## config.mk

```make
export PLATFORM = sky130hd
export DESIGN_NAME = packed_pixel_blend_shade_unit_flat
export DESIGN_NICKNAME = d
export VERILOG_FILES = /design/src/hw/rtl/ppbs_pkg.sv /design/src/hw/rtl/ppbs_in_if.sv /design/src/hw/rtl/ppbs_out_if.sv /design/src/hw/rtl/ppbs_ctrl.sv /design/src/hw/rtl/ppbs_wblend.sv /design/src/hw/rtl/ppbs_tone.sv /design/src/hw/rtl/packed_pixel_blend_shade_unit.sv /design/src/flat_wrapper.sv
export SDC_FILE = /design/constraint.sdc
export NUM_CORES = 1
export LEC_CHECK = 0
export ABC_CLOCK_PERIOD_IN_PS = 8189
export BUFFER_PORTS_ARGS = -buffer_cell sky130_fd_sc_hd__clkbuf_2
export CAP_MARGIN = 15
export CELL_PAD_IN_SITES_DETAIL_PLACEMENT = 2
export CELL_PAD_IN_SITES_GLOBAL_PLACEMENT = 2
export CORE_ASPECT_RATIO = 0.9
export CORE_UTILIZATION = 47
export CTS_CLUSTER_SIZE = 20
export DETAILED_ROUTE_END_ITERATION = 8
export PLACE_DENSITY = 0.95
export SKIP_LAST_GASP = 1
export SLEW_MARGIN = 20
export SYNTH_ARGS = -nofsm -noshare
export SYNTH_HDL_FRONTEND = slang
export SYNTH_SLANG_ARGS = --single-unit
```

## constraint.sdc

```tcl
create_clock -name clk -period 8.19 [get_ports clk]
set_input_delay 1.638 -clock clk [delete_from_list [all_inputs] [get_ports clk]]
set_output_delay 1.638 -clock clk [all_outputs]
set_load 0.01 [all_outputs]
```

## src/hw/rtl/ppbs_pkg.sv

```systemverilog
`default_nettype none

package ppbs_pkg;

    typedef enum logic [2:0] {
        OP_EVEN    = 3'd0,
        OP_BLEND66 = 3'd1,
        OP_BLEND75 = 3'd2,
        OP_BLEND88 = 3'd3,
        OP_RATIO   = 3'd4,
        OP_FLASH   = 3'd5,
        OP_LIGHT   = 3'd6,
        OP_EXPAND  = 3'd7
    } opcode_t;

    typedef enum logic [2:0] {
        FM_NONE = 3'd0,
        FM_LVL1 = 3'd1,
        FM_LVL2 = 3'd2,
        FM_LVL3 = 3'd3,
        FM_LVL4 = 3'd4,
        FM_LVL5 = 3'd5,
        FM_LVL6 = 3'd6,
        FM_FULL = 3'd7
    } flash_mode_t;

    localparam logic [15:0] MASK_EVEN = 16'hFBDF;
    localparam logic [15:0] MASK_AVG  = 16'h7BDE;
    localparam logic [15:0] RND_HI    = 16'h2000;
    localparam logic [15:0] RND_MID   = 16'h0100;
    localparam logic [15:0] RND_LO    = 16'h0008;
    localparam logic [15:0] LIGHT_M4  = 16'h4210;
    localparam logic [15:0] LIGHT_M3  = 16'h6318;
    localparam logic [15:0] LIGHT_M2  = 16'h739C;
    localparam logic [15:0] LIGHT_M1  = 16'h7BDE;
    localparam logic [3:0]  LIGHT_PASS = 4'hF;
    localparam logic [7:0]  ALPHA_OPAQUE = 8'hFF;

    // One request as it sits in the first pipeline stage.
    typedef struct packed {
        opcode_t     opcode;
        logic [15:0] pix_a;
        logic [15:0] pix_b;
        logic [7:0]  ratio;
        flash_mode_t flash_mode;
        logic [7:0]  light_level;
    } item_t;

    // Load enables of the four pipeline stages.
    typedef struct packed {
        logic ld1;
        logic ld2;
        logic ld3;
        logic ld4;
    } stage_en_t;

endpackage

`default_nettype wire

```

## src/hw/rtl/ppbs_in_if.sv

```systemverilog
`default_nettype none

interface ppbs_in_if import ppbs_pkg::*; ();
    logic        valid;
    logic        ready;
    opcode_t     opcode;
    logic [15:0] pix_a;
    logic [15:0] pix_b;
    logic [7:0]  ratio;
    flash_mode_t flash_mode;
    logic [7:0]  light_level;

    modport source (
        output valid, opcode, pix_a, pix_b, ratio, flash_mode, light_level,
        input  ready
    );
    modport sink (
        input  valid, opcode, pix_a, pix_b, ratio, flash_mode, light_level,
        output ready
    );
endinterface

`default_nettype wire

```

## src/hw/rtl/ppbs_out_if.sv

```systemverilog
`default_nettype none

interface ppbs_out_if;
    logic        valid;
    logic        ready;
    logic [31:0] result;

    modport source (
        output valid, result,
        input  ready
    );
    modport sink (
        input  valid, result,
        output ready
    );
endinterface

`default_nettype wire

```

## src/hw/rtl/ppbs_ctrl.sv

```systemverilog
`default_nettype none

module ppbs_ctrl import ppbs_pkg::*; (
    input  wire logic clk,
    input  wire logic rst_n,
    input  wire logic in_valid,
    output logic      in_ready,
    output logic      out_valid,
    input  wire logic out_ready,
    output stage_en_t en
);

    // Bit 0 is the first stage, bit 3 the output register.
    logic [3:0] valid_reg;
    logic [3:0] valid_next;
    logic [3:0] rdy;

    always_comb
    begin
        // A stage may load when it is empty or its content moves on.
        rdy[3] = !valid_reg[3] || out_ready;
        rdy[2] = !valid_reg[2] || rdy[3];
        rdy[1] = !valid_reg[1] || rdy[2];
        rdy[0] = !valid_reg[0] || rdy[1];

        valid_next[0] = rdy[0] ? in_valid     : valid_reg[0];
        valid_next[1] = rdy[1] ? valid_reg[0] : valid_reg[1];
        valid_next[2] = rdy[2] ? valid_reg[1] : valid_reg[2];
        valid_next[3] = rdy[3] ? valid_reg[2] : valid_reg[3];

        en.ld1 = rdy[0];
        en.ld2 = rdy[1];
        en.ld3 = rdy[2];
        en.ld4 = rdy[3];
    end

    always_ff @(posedge clk or negedge rst_n)
    begin
        if (!rst_n)
        begin
            valid_reg <= 4'b0000;
        end
        else
        begin
            valid_reg <= valid_next;
        end
    end

    assign in_ready  = rdy[0];
    assign out_valid = valid_reg[3];

`ifndef SYNTHESIS
    a_out_hold: assert property (@(posedge clk) disable iff (!rst_n)
        valid_reg[3] && !out_ready |-> !en.ld4)
        else $error("stalled result would be overwritten");

    a_accept_lands: assert property (@(posedge clk) disable iff (!rst_n)
        in_valid && in_ready |=> valid_reg[0])
        else $error("accepted request did not enter the first stage");

    a_stage1_kept: assert property (@(posedge clk) disable iff (!rst_n)
        valid_reg[0] && !en.ld2 |=> valid_reg[0])
        else $error("request lost in the first stage");

    a_to_output: assert property (@(posedge clk) disable iff (!rst_n)
        valid_reg[2] && en.ld4 |=> valid_reg[3])
        else $error("request lost on its way to the output register");
`endif

endmodule

`default_nettype wire

```

## src/hw/rtl/ppbs_wblend.sv

```systemverilog
`default_nettype none

module ppbs_wblend import ppbs_pkg::*; (
    input  wire logic        clk,
    input  wire stage_en_t   en,
    input  wire item_t       item,
    output logic [15:0]      wres
);

    logic [7:0]  wa;
    logic [7:0]  wb;
    logic [13:0] pa_hi_reg, pb_hi_reg;
    logic [12:0] pa_mid_reg, pb_mid_reg;
    logic [12:0] pa_lo_reg, pb_lo_reg;
    logic        sh8_reg;
    logic [13:0] sum_hi;
    logic [12:0] sum_mid;
    logic [12:0] sum_lo;
    logic [23:0] hi_full, hi_sh;
    logic [17:0] mid_full, mid_sh;
    logic [13:0] lo_full, lo_sh;
    logic [15:0] wres_reg;
    logic [15:0] wres_next;

    always_comb
    begin
        case (item.opcode)
            OP_BLEND75:
            begin
                wa = 8'd12;
                wb = 8'd4;
            end
            OP_BLEND88:
            begin
                wa = 8'd14;
                wb = 8'd2;
            end
            default:
            begin
                wa = 8'hFF - item.ratio;
                wb = item.ratio;
            end
        endcase
    end

    // Stage two: per-field products, fields taken down to bit zero.
    always_ff @(posedge clk)
    begin
        if (en.ld2)
        begin
            pa_hi_reg  <= 14'(wa) * 14'(item.pix_a[15:10]);
            pb_hi_reg  <= 14'(wb) * 14'(item.pix_b[15:10]);
            pa_mid_reg <= 13'(wa) * 13'(item.pix_a[9:5]);
            pb_mid_reg <= 13'(wb) * 13'(item.pix_b[9:5]);
            pa_lo_reg  <= 13'(wa) * 13'(item.pix_a[4:0]);
            pb_lo_reg  <= 13'(wb) * 13'(item.pix_b[4:0]);
            sh8_reg    <= (item.opcode == OP_RATIO);
        end
    end

    // Stage three: put each field back in place, round, scale and mask.
    always_comb
    begin
        sum_hi    = pa_hi_reg + pb_hi_reg;
        sum_mid   = pa_mid_reg + pb_mid_reg;
        sum_lo    = pa_lo_reg + pb_lo_reg;
        hi_full   = {sum_hi, 10'b0} + 24'(RND_HI);
        mid_full  = {sum_mid, 5'b0} + 18'(RND_MID);
        lo_full   = {1'b0, sum_lo} + 14'(RND_LO);
        hi_sh     = sh8_reg ? (hi_full >> 8)  : (hi_full >> 4);
        mid_sh    = sh8_reg ? (mid_full >> 8) : (mid_full >> 4);
        lo_sh     = sh8_reg ? (lo_full >> 8)  : (lo_full >> 4);
        wres_next = {hi_sh[15:10], mid_sh[9:5], lo_sh[4:0]};
    end

    always_ff @(posedge clk)
    begin
        if (en.ld3)
        begin
            wres_reg <= wres_next;
        end
    end

    assign wres = wres_reg;

endmodule

`default_nettype wire

```

## src/hw/rtl/ppbs_tone.sv

```systemverilog
`default_nettype none

module ppbs_tone import ppbs_pkg::*; (
    input  wire logic        clk,
    input  wire stage_en_t   en,
    input  wire item_t       item,
    output logic [15:0]      even_res,
    output logic [15:0]      flash_res,
    output logic [15:0]      light_res,
    output logic [23:0]      expand_res
);

    function automatic logic [15:0] even_blend(input logic [15:0] x, input logic [15:0] y);
        logic [16:0] s;
        s = {1'b0, x & MASK_EVEN} + {1'b0, y & MASK_EVEN};
        return s[16:1];
    endfunction

    function automatic logic [15:0] avg_blend(input logic [15:0] x, input logic [15:0] y);
        logic [15:0] s;
        s = (x & MASK_AVG) + (y & MASK_AVG);
        return s >> 1;
    endfunction

    function automatic logic [7:0] widen(input logic [4:0] c);
        return {c, c[4:2]};
    endfunction

    function automatic logic [7:0] brighten(input logic [7:0] e);
        logic [8:0] x;
        x = {1'b0, e} + {2'b0, e[7:1]};
        return x[8] ? 8'hFF : x[7:0];
    endfunction

    // Stage two registers
    opcode_t     op2_reg;
    flash_mode_t mode2_reg;
    logic [15:0] a2_reg, f2_reg;
    logic [15:0] e1_reg, t1_reg;
    logic [3:0]  shade_reg;
    logic [23:0] wide_reg;
    logic [7:0]  light_x3;
    logic [7:0]  light_w;

    // Stage three registers
    flash_mode_t mode3_reg;
    logic [15:0] a3_reg, f3_reg;
    logic [15:0] even_reg, t2_reg, light_reg;
    logic [23:0] expand_reg;
    logic [15:0] even_next, t2_next, light_next;

    always_comb
    begin
        // The light byte wraps modulo 256 on purpose.
        light_x3 = item.light_level + {item.light_level[6:0], 1'b0};
        light_w  = 8'hFF - light_x3;
    end

    always_ff @(posedge clk)
    begin
        if (en.ld2)
        begin
            op2_reg   <= item.opcode;
            mode2_reg <= item.flash_mode;
            a2_reg    <= item.pix_a;
            f2_reg    <= item.pix_b;
            e1_reg    <= even_blend(item.pix_a, item.pix_b);
            t1_reg    <= avg_blend(item.pix_a, item.pix_b);
            shade_reg <= light_w[7:4];
            wide_reg  <= {widen(item.pix_a[14:10]), widen(item.pix_a[9:5]),
                          widen(item.pix_a[4:0])};
        end
    end

    always_comb
    begin
        even_next = (op2_reg == OP_BLEND66) ? even_blend(a2_reg, e1_reg) : e1_reg;

        case (mode2_reg)
            FM_LVL1, FM_LVL2:         t2_next = avg_blend(a2_reg, t1_reg);
            FM_LVL3, FM_LVL5, FM_LVL6: t2_next = avg_blend(t1_reg, f2_reg);
            default:                  t2_next = t1_reg;
        endcase

        if (shade_reg == LIGHT_PASS)
        begin
            light_next = a2_reg;
        end
        else
        begin
            light_next = (shade_reg[0] ? ((a2_reg & LIGHT_M4) >> 4) : 16'h0000)
                       + (shade_reg[1] ? ((a2_reg & LIGHT_M3) >> 3) : 16'h0000)
                       + (shade_reg[2] ? ((a2_reg & LIGHT_M2) >> 2) : 16'h0000)
                       + (shade_reg[3] ? ((a2_reg & LIGHT_M1) >> 1) : 16'h0000);
        end
    end

    always_ff @(posedge clk)
    begin
        if (en.ld3)
        begin
            mode3_reg  <= mode2_reg;
            a3_reg     <= a2_reg;
            f3_reg     <= f2_reg;
            even_reg   <= even_next;
            t2_reg     <= t2_next;
            light_reg  <= light_next;
            expand_reg <= {brighten(wide_reg[23:16]), brighten(wide_reg[15:8]),
                           brighten(wide_reg[7:0])};
        end
    end

    // Last averaging level of the flash chain, ahead of the output register.
    always_comb
    begin
        case (mode3_reg)
            FM_NONE:          flash_res = a3_reg;
            FM_LVL1, FM_LVL3: flash_res = avg_blend(a3_reg, t2_reg);
            FM_LVL6:          flash_res = avg_blend(t2_reg, f3_reg);
            FM_FULL:          flash_res = f3_reg;
            default:          flash_res = t2_reg;
        endcase
    end

    assign even_res   = even_reg;
    assign light_res  = light_reg;
    assign expand_res = expand_reg;

endmodule

`default_nettype wire

```

## src/hw/rtl/packed_pixel_blend_shade_unit.sv

```systemverilog
// Packed pixel blend and shade unit, four register stages.
// An accepted request moves from the first stage through stages two and three into
// the output register, where its result is offered on the response interface.
// Throughput: one request per cycle; a full pipeline moves only as the output
// register is drained, and empty stages fill in behind a stalled output.
// Reset clears the stage valid bits only; the datapath registers keep no reset.
`default_nettype none

module packed_pixel_blend_shade_unit import ppbs_pkg::*; (
    input  wire logic  clk,
    input  wire logic  rst_n,
    ppbs_in_if.sink    request,
    ppbs_out_if.source response
);

    stage_en_t   en;
    item_t       item_reg;
    item_t       item_next;
    opcode_t     op2_reg, op3_reg;
    logic [15:0] wres, even_res, flash_res, light_res;
    logic [23:0] expand_res;
    logic [31:0] result_reg;
    logic [31:0] result_next;

    ppbs_ctrl u_ctrl (
        .clk       (clk),
        .rst_n     (rst_n),
        .in_valid  (request.valid),
        .in_ready  (request.ready),
        .out_valid (response.valid),
        .out_ready (response.ready),
        .en        (en)
    );

    always_comb
    begin
        item_next.opcode      = request.opcode;
        item_next.pix_a       = request.pix_a;
        item_next.pix_b       = request.pix_b;
        item_next.ratio       = request.ratio;
        item_next.flash_mode  = request.flash_mode;
        item_next.light_level = request.light_level;
    end

    always_ff @(posedge clk)
    begin
        if (en.ld1)
        begin
            item_reg <= item_next;
        end
        if (en.ld2)
        begin
            op2_reg <= item_reg.opcode;
        end
        if (en.ld3)
        begin
            op3_reg <= op2_reg;
        end
        if (en.ld4)
        begin
            result_reg <= result_next;
        end
    end

    ppbs_wblend u_wblend (
        .clk  (clk),
        .en   (en),
        .item (item_reg),
        .wres (wres)
    );

    ppbs_tone u_tone (
        .clk        (clk),
        .en         (en),
        .item       (item_reg),
        .even_res   (even_res),
        .flash_res  (flash_res),
        .light_res  (light_res),
        .expand_res (expand_res)
    );

    always_comb
    begin
        case (op3_reg)
            OP_EVEN, OP_BLEND66:              result_next = {16'h0000, even_res};
            OP_BLEND75, OP_BLEND88, OP_RATIO: result_next = {16'h0000, wres};
            OP_FLASH:                         result_next = {16'h0000, flash_res};
            OP_LIGHT:                         result_next = {16'h0000, light_res};
            default:                          result_next = {ALPHA_OPAQUE, expand_res};
        endcase
    end

    assign response.result = result_reg;

endmodule

`default_nettype wire
```

## src/flat_wrapper.sv

```systemverilog
// flat-port wrapper written by rule: the top's interface ports become plain ports
module packed_pixel_blend_shade_unit_flat import ppbs_pkg::*;
  (clk, rst_n, request_valid, request_opcode, request_pix_a, request_pix_b, request_ratio, request_flash_mode, request_light_level, request_ready, response_valid, response_result, response_ready);
  ppbs_in_if request_i ();
  ppbs_out_if response_i ();
  input  wire logic clk;
  input  wire logic rst_n;
  input wire logic [$bits(request_i.valid)-1:0] request_valid;
  input wire logic [$bits(request_i.opcode)-1:0] request_opcode;
  input wire logic [$bits(request_i.pix_a)-1:0] request_pix_a;
  input wire logic [$bits(request_i.pix_b)-1:0] request_pix_b;
  input wire logic [$bits(request_i.ratio)-1:0] request_ratio;
  input wire logic [$bits(request_i.flash_mode)-1:0] request_flash_mode;
  input wire logic [$bits(request_i.light_level)-1:0] request_light_level;
  output wire logic [$bits(request_i.ready)-1:0] request_ready;
  output wire logic [$bits(response_i.valid)-1:0] response_valid;
  output wire logic [$bits(response_i.result)-1:0] response_result;
  input wire logic [$bits(response_i.ready)-1:0] response_ready;
  assign request_i.valid = request_valid;
  assign request_i.opcode = request_opcode;
  assign request_i.pix_a = request_pix_a;
  assign request_i.pix_b = request_pix_b;
  assign request_i.ratio = request_ratio;
  assign request_i.flash_mode = request_flash_mode;
  assign request_i.light_level = request_light_level;
  assign request_ready = request_i.ready;
  assign response_valid = response_i.valid;
  assign response_result = response_i.result;
  assign response_i.ready = response_ready;
  packed_pixel_blend_shade_unit u_core (.clk(clk), .rst_n(rst_n), .request(request_i), .response(response_i));
endmodule
```

==> qor.csv <==
metric,value,unit
CTS root buffer,clkbuf_16,
final hold slack,0.447,ns
slew at the pin with the worst max-slew slack,1.13,ns
Placed Cells,3097,
CTS Hold Buffers Added,0,
"Slew Viols, Final",0,
Critical Path Start Type,flop,
Final ANT Viol Nets,0,
total CTS buffers,42,
dominant synthesized flop cell,edfxtp_1,
Die ar.,0.0563,mm^2
TNS Setup,0,ns
max reg flops,54,
Final Hold Vio Count,0,
most frequent CP cell,a21oi_1,
Post-Synthesis Cells,2359,
Compound-Gate Fraction of Synth Area,10.3,%
cell family with most CP delay,adder cells,
Skew-Pair Late Insertion Delay,0.61,ns
Avg Inst Size Synth,11.0,um^2
CTS resizes,0,
CP endpoint kind,flop,
hold_sp,u_core.item_reg[8],
DRC,0,
Post-Synth Simple-Gate Area,11.9,%
post-synthesis xor/xnor area fraction,5.26,%
count of cell types in the netlist,73,
syn nets,2835,
post-synthesis cell area,0.0260,mm^2
# Post-CTS Setup Buffers,0,
Ports,92,
Via-to-Cell Ratio,6.28,
main combinational cell family by area after synthesis,adder cells,
total wire length,101000,um
maximum clock path buffer count,3,
reg-to-reg startpoint,u_core.item_reg[53],
row cnt,81,
worst setup path class,reg -> reg,
Worst path max stage delay,0.90,ns
routability congestion estimate,0.870,
final core utilization,52.3,%
"FF+latch count, synth",353,
largest net degree at the start of global routing,84,
first-pass GRT wire length,150000,um
htree depth,2,
Post-synth EDFFs,349,
synth cell count leaders,"edfxtp_1, inv_1, ha_1, nand2_1, fa_1",
Initial Util,47.7,%
RSZ-0062 raised after global routing,false,
sequential cell area fraction in the yosys report,40.7,%
leading cell types by total area after synthesis,"edfxtp_1, ha_1, fa_1",
P&R area growth vs syn,9.62,%
die width,250,um
Fmax achieved,150,MHz
clk slew on worst S/H paths,0.07,ns
worst clock skew,0.0265,ns
CORE AREA,0.0545,mm^2
Min-Delay Path Class,reg -> reg,
worst-path cell chain,nor2b_1 -> buf_4 -> nand2_1 -> nand2_1 -> nand2_1 -> fa_1 -> fa_1 -> fa_1 -> inv_1 -> ha_1 -> a21o_1 -> a21oi_1 -> o21bai_1 -> a21oi_1 -> o21bai_1 -> a21oi_1 -> o21bai_1 -> a21oi_1 -> xnor2_1,
Synth async-reset ratio,1.13,%
status,"complete, no violations",
Setup crit start,u_core.item_reg[53],
worst path buffer plus inverter count,2,
slowest CP cell,nor2b_1,
Nets,2912,
CP arrival,6.99,ns
Post-DP HPWL,68700,um
relative slew slack,24.7,%
mux cell area share after synthesis,2.17,%
GRT Util Overall,36.1,%
crit share post-route,81.3,%
grt total ovfl,0,
most frequent cell after synthesis,edfxtp_1,
CTS tree,yes,
PwrDens,387,mW/mm^2
Crit Path Max Fanout,13,
drt first pass iters,5,
Final min period,6.66,ns
DIE HEIGHT,225,um
CTS Sinks,353,
# setup viols final,0,
dominant cell type by area after synthesis,edfxtp_1,
Adder-Cell Fraction of Synth Area,24.3,%
Leak,13.0,nW
vias in the first global route,23100,
layout cells sized above 1,9.61,%
WL per Instance,31.7,um
Post-Layout Cell Count,3172,
synth warn,0,
Yosys top cell area share,40.3,%
VDD IR-drop max,173,uV
port bufs,91,
Vias,19900,
drt initial violations,1618,
max-cap violation count,0,
"Req. time, crit path",8.52,ns
Antenna Cells,0,
initial antenna violation count,1,
power by group:
| part | internal, W | switching, W |
|---|---|---|
| Sequential | 0.00279 | 0.000511 |
| Combinational | 0.00217 | 0.00361 |
| Clock | 0.00108 | 0.000860 |
metal layers:
metal	GRT usage (%)	share of wire, %	vias up
met3	5.62	5.5	383
met4	21.3	6.3	0
met1	40.4	37	10300
met2	65.2	51	922
met5	0	0	-
li1	-	-	8332
worst paths after layout:
kind                            depth (start not counted)                            end  slack, ns
worst min-delay path                                    0     u_core.u_tone.mode2_reg[0]       0.45
min in group asynchronous                               1     u_core.u_ctrl.valid_reg[0]       0.84
max in group asynchronous                               1     u_core.u_ctrl.valid_reg[1]       7.22
worst min register to register                          0     u_core.u_tone.mode2_reg[0]       0.45
worst max register to register                         19  u_core.u_wblend.pb_hi_reg[13]       1.53
worst max-delay path                                   19  u_core.u_wblend.pb_hi_reg[13]       1.53
cell type report:
cell class / instances / area (um^2)
Tap cell: 705 / 882
Sequential cell: 353 / 10600
Fill cell: 5365 / 26000
Timing Repair Buffer: 109 / 591
Clock buffer: 54 / 1140
Inverter: 284 / 1070
Clock inverter: 21 / 209
Multi-Input combinational cell: 1646 / 14000
cells in the final DEF, fill, tap and decap left out, types with 8 or more instances in the layout:
cell	n
clkinv_2	9
nor2b_1	27
nand2b_1	19
mux2i_1	17
o22ai_1	11
mux2_2	35
nand2_1	203
xor2_1	53
o21bai_1	47
buf_4	18
clkbuf_1	8
o221ai_1	21
clkbuf_16	42
nor3_1	29
ha_1	273
a21oi_1	128
edfxtp_1	349
o21ai_0	102
inv_1	283
and2_1	110
nand3_1	20
xnor2_1	103
o21a_1	12
nor2_1	72
a21o_1	47
clkbuf_2	91
and3_1	70
fa_1	145
nand4_1	10
logic make-up (layout without fill, tap and decap cells):
group	after synthesis	in the layout
buffers and inverters	360	468
AOI/OAI and AO/OA	418	418
adders and majority gates	418	418
DFF	353	353
muxes	52	52
xor gates and xnor gates	156	156
and+or+nand+nor	602	602
stage by stage:
stage          total power (W)  instance area (um^2)  setup slack (ns)
2_1_floorplan          0.00669                 26000              1.47
3_3_place_gp           0.00771                 27100              2.48
3_5_place_dp           0.00854                 27200              1.95
4_1_cts                 0.0109                 28500              1.68
5_1_grt                 0.0115                 28500              1.29
6_report                0.0110                 28500              1.53
Power figures use the tool's default switching activity.
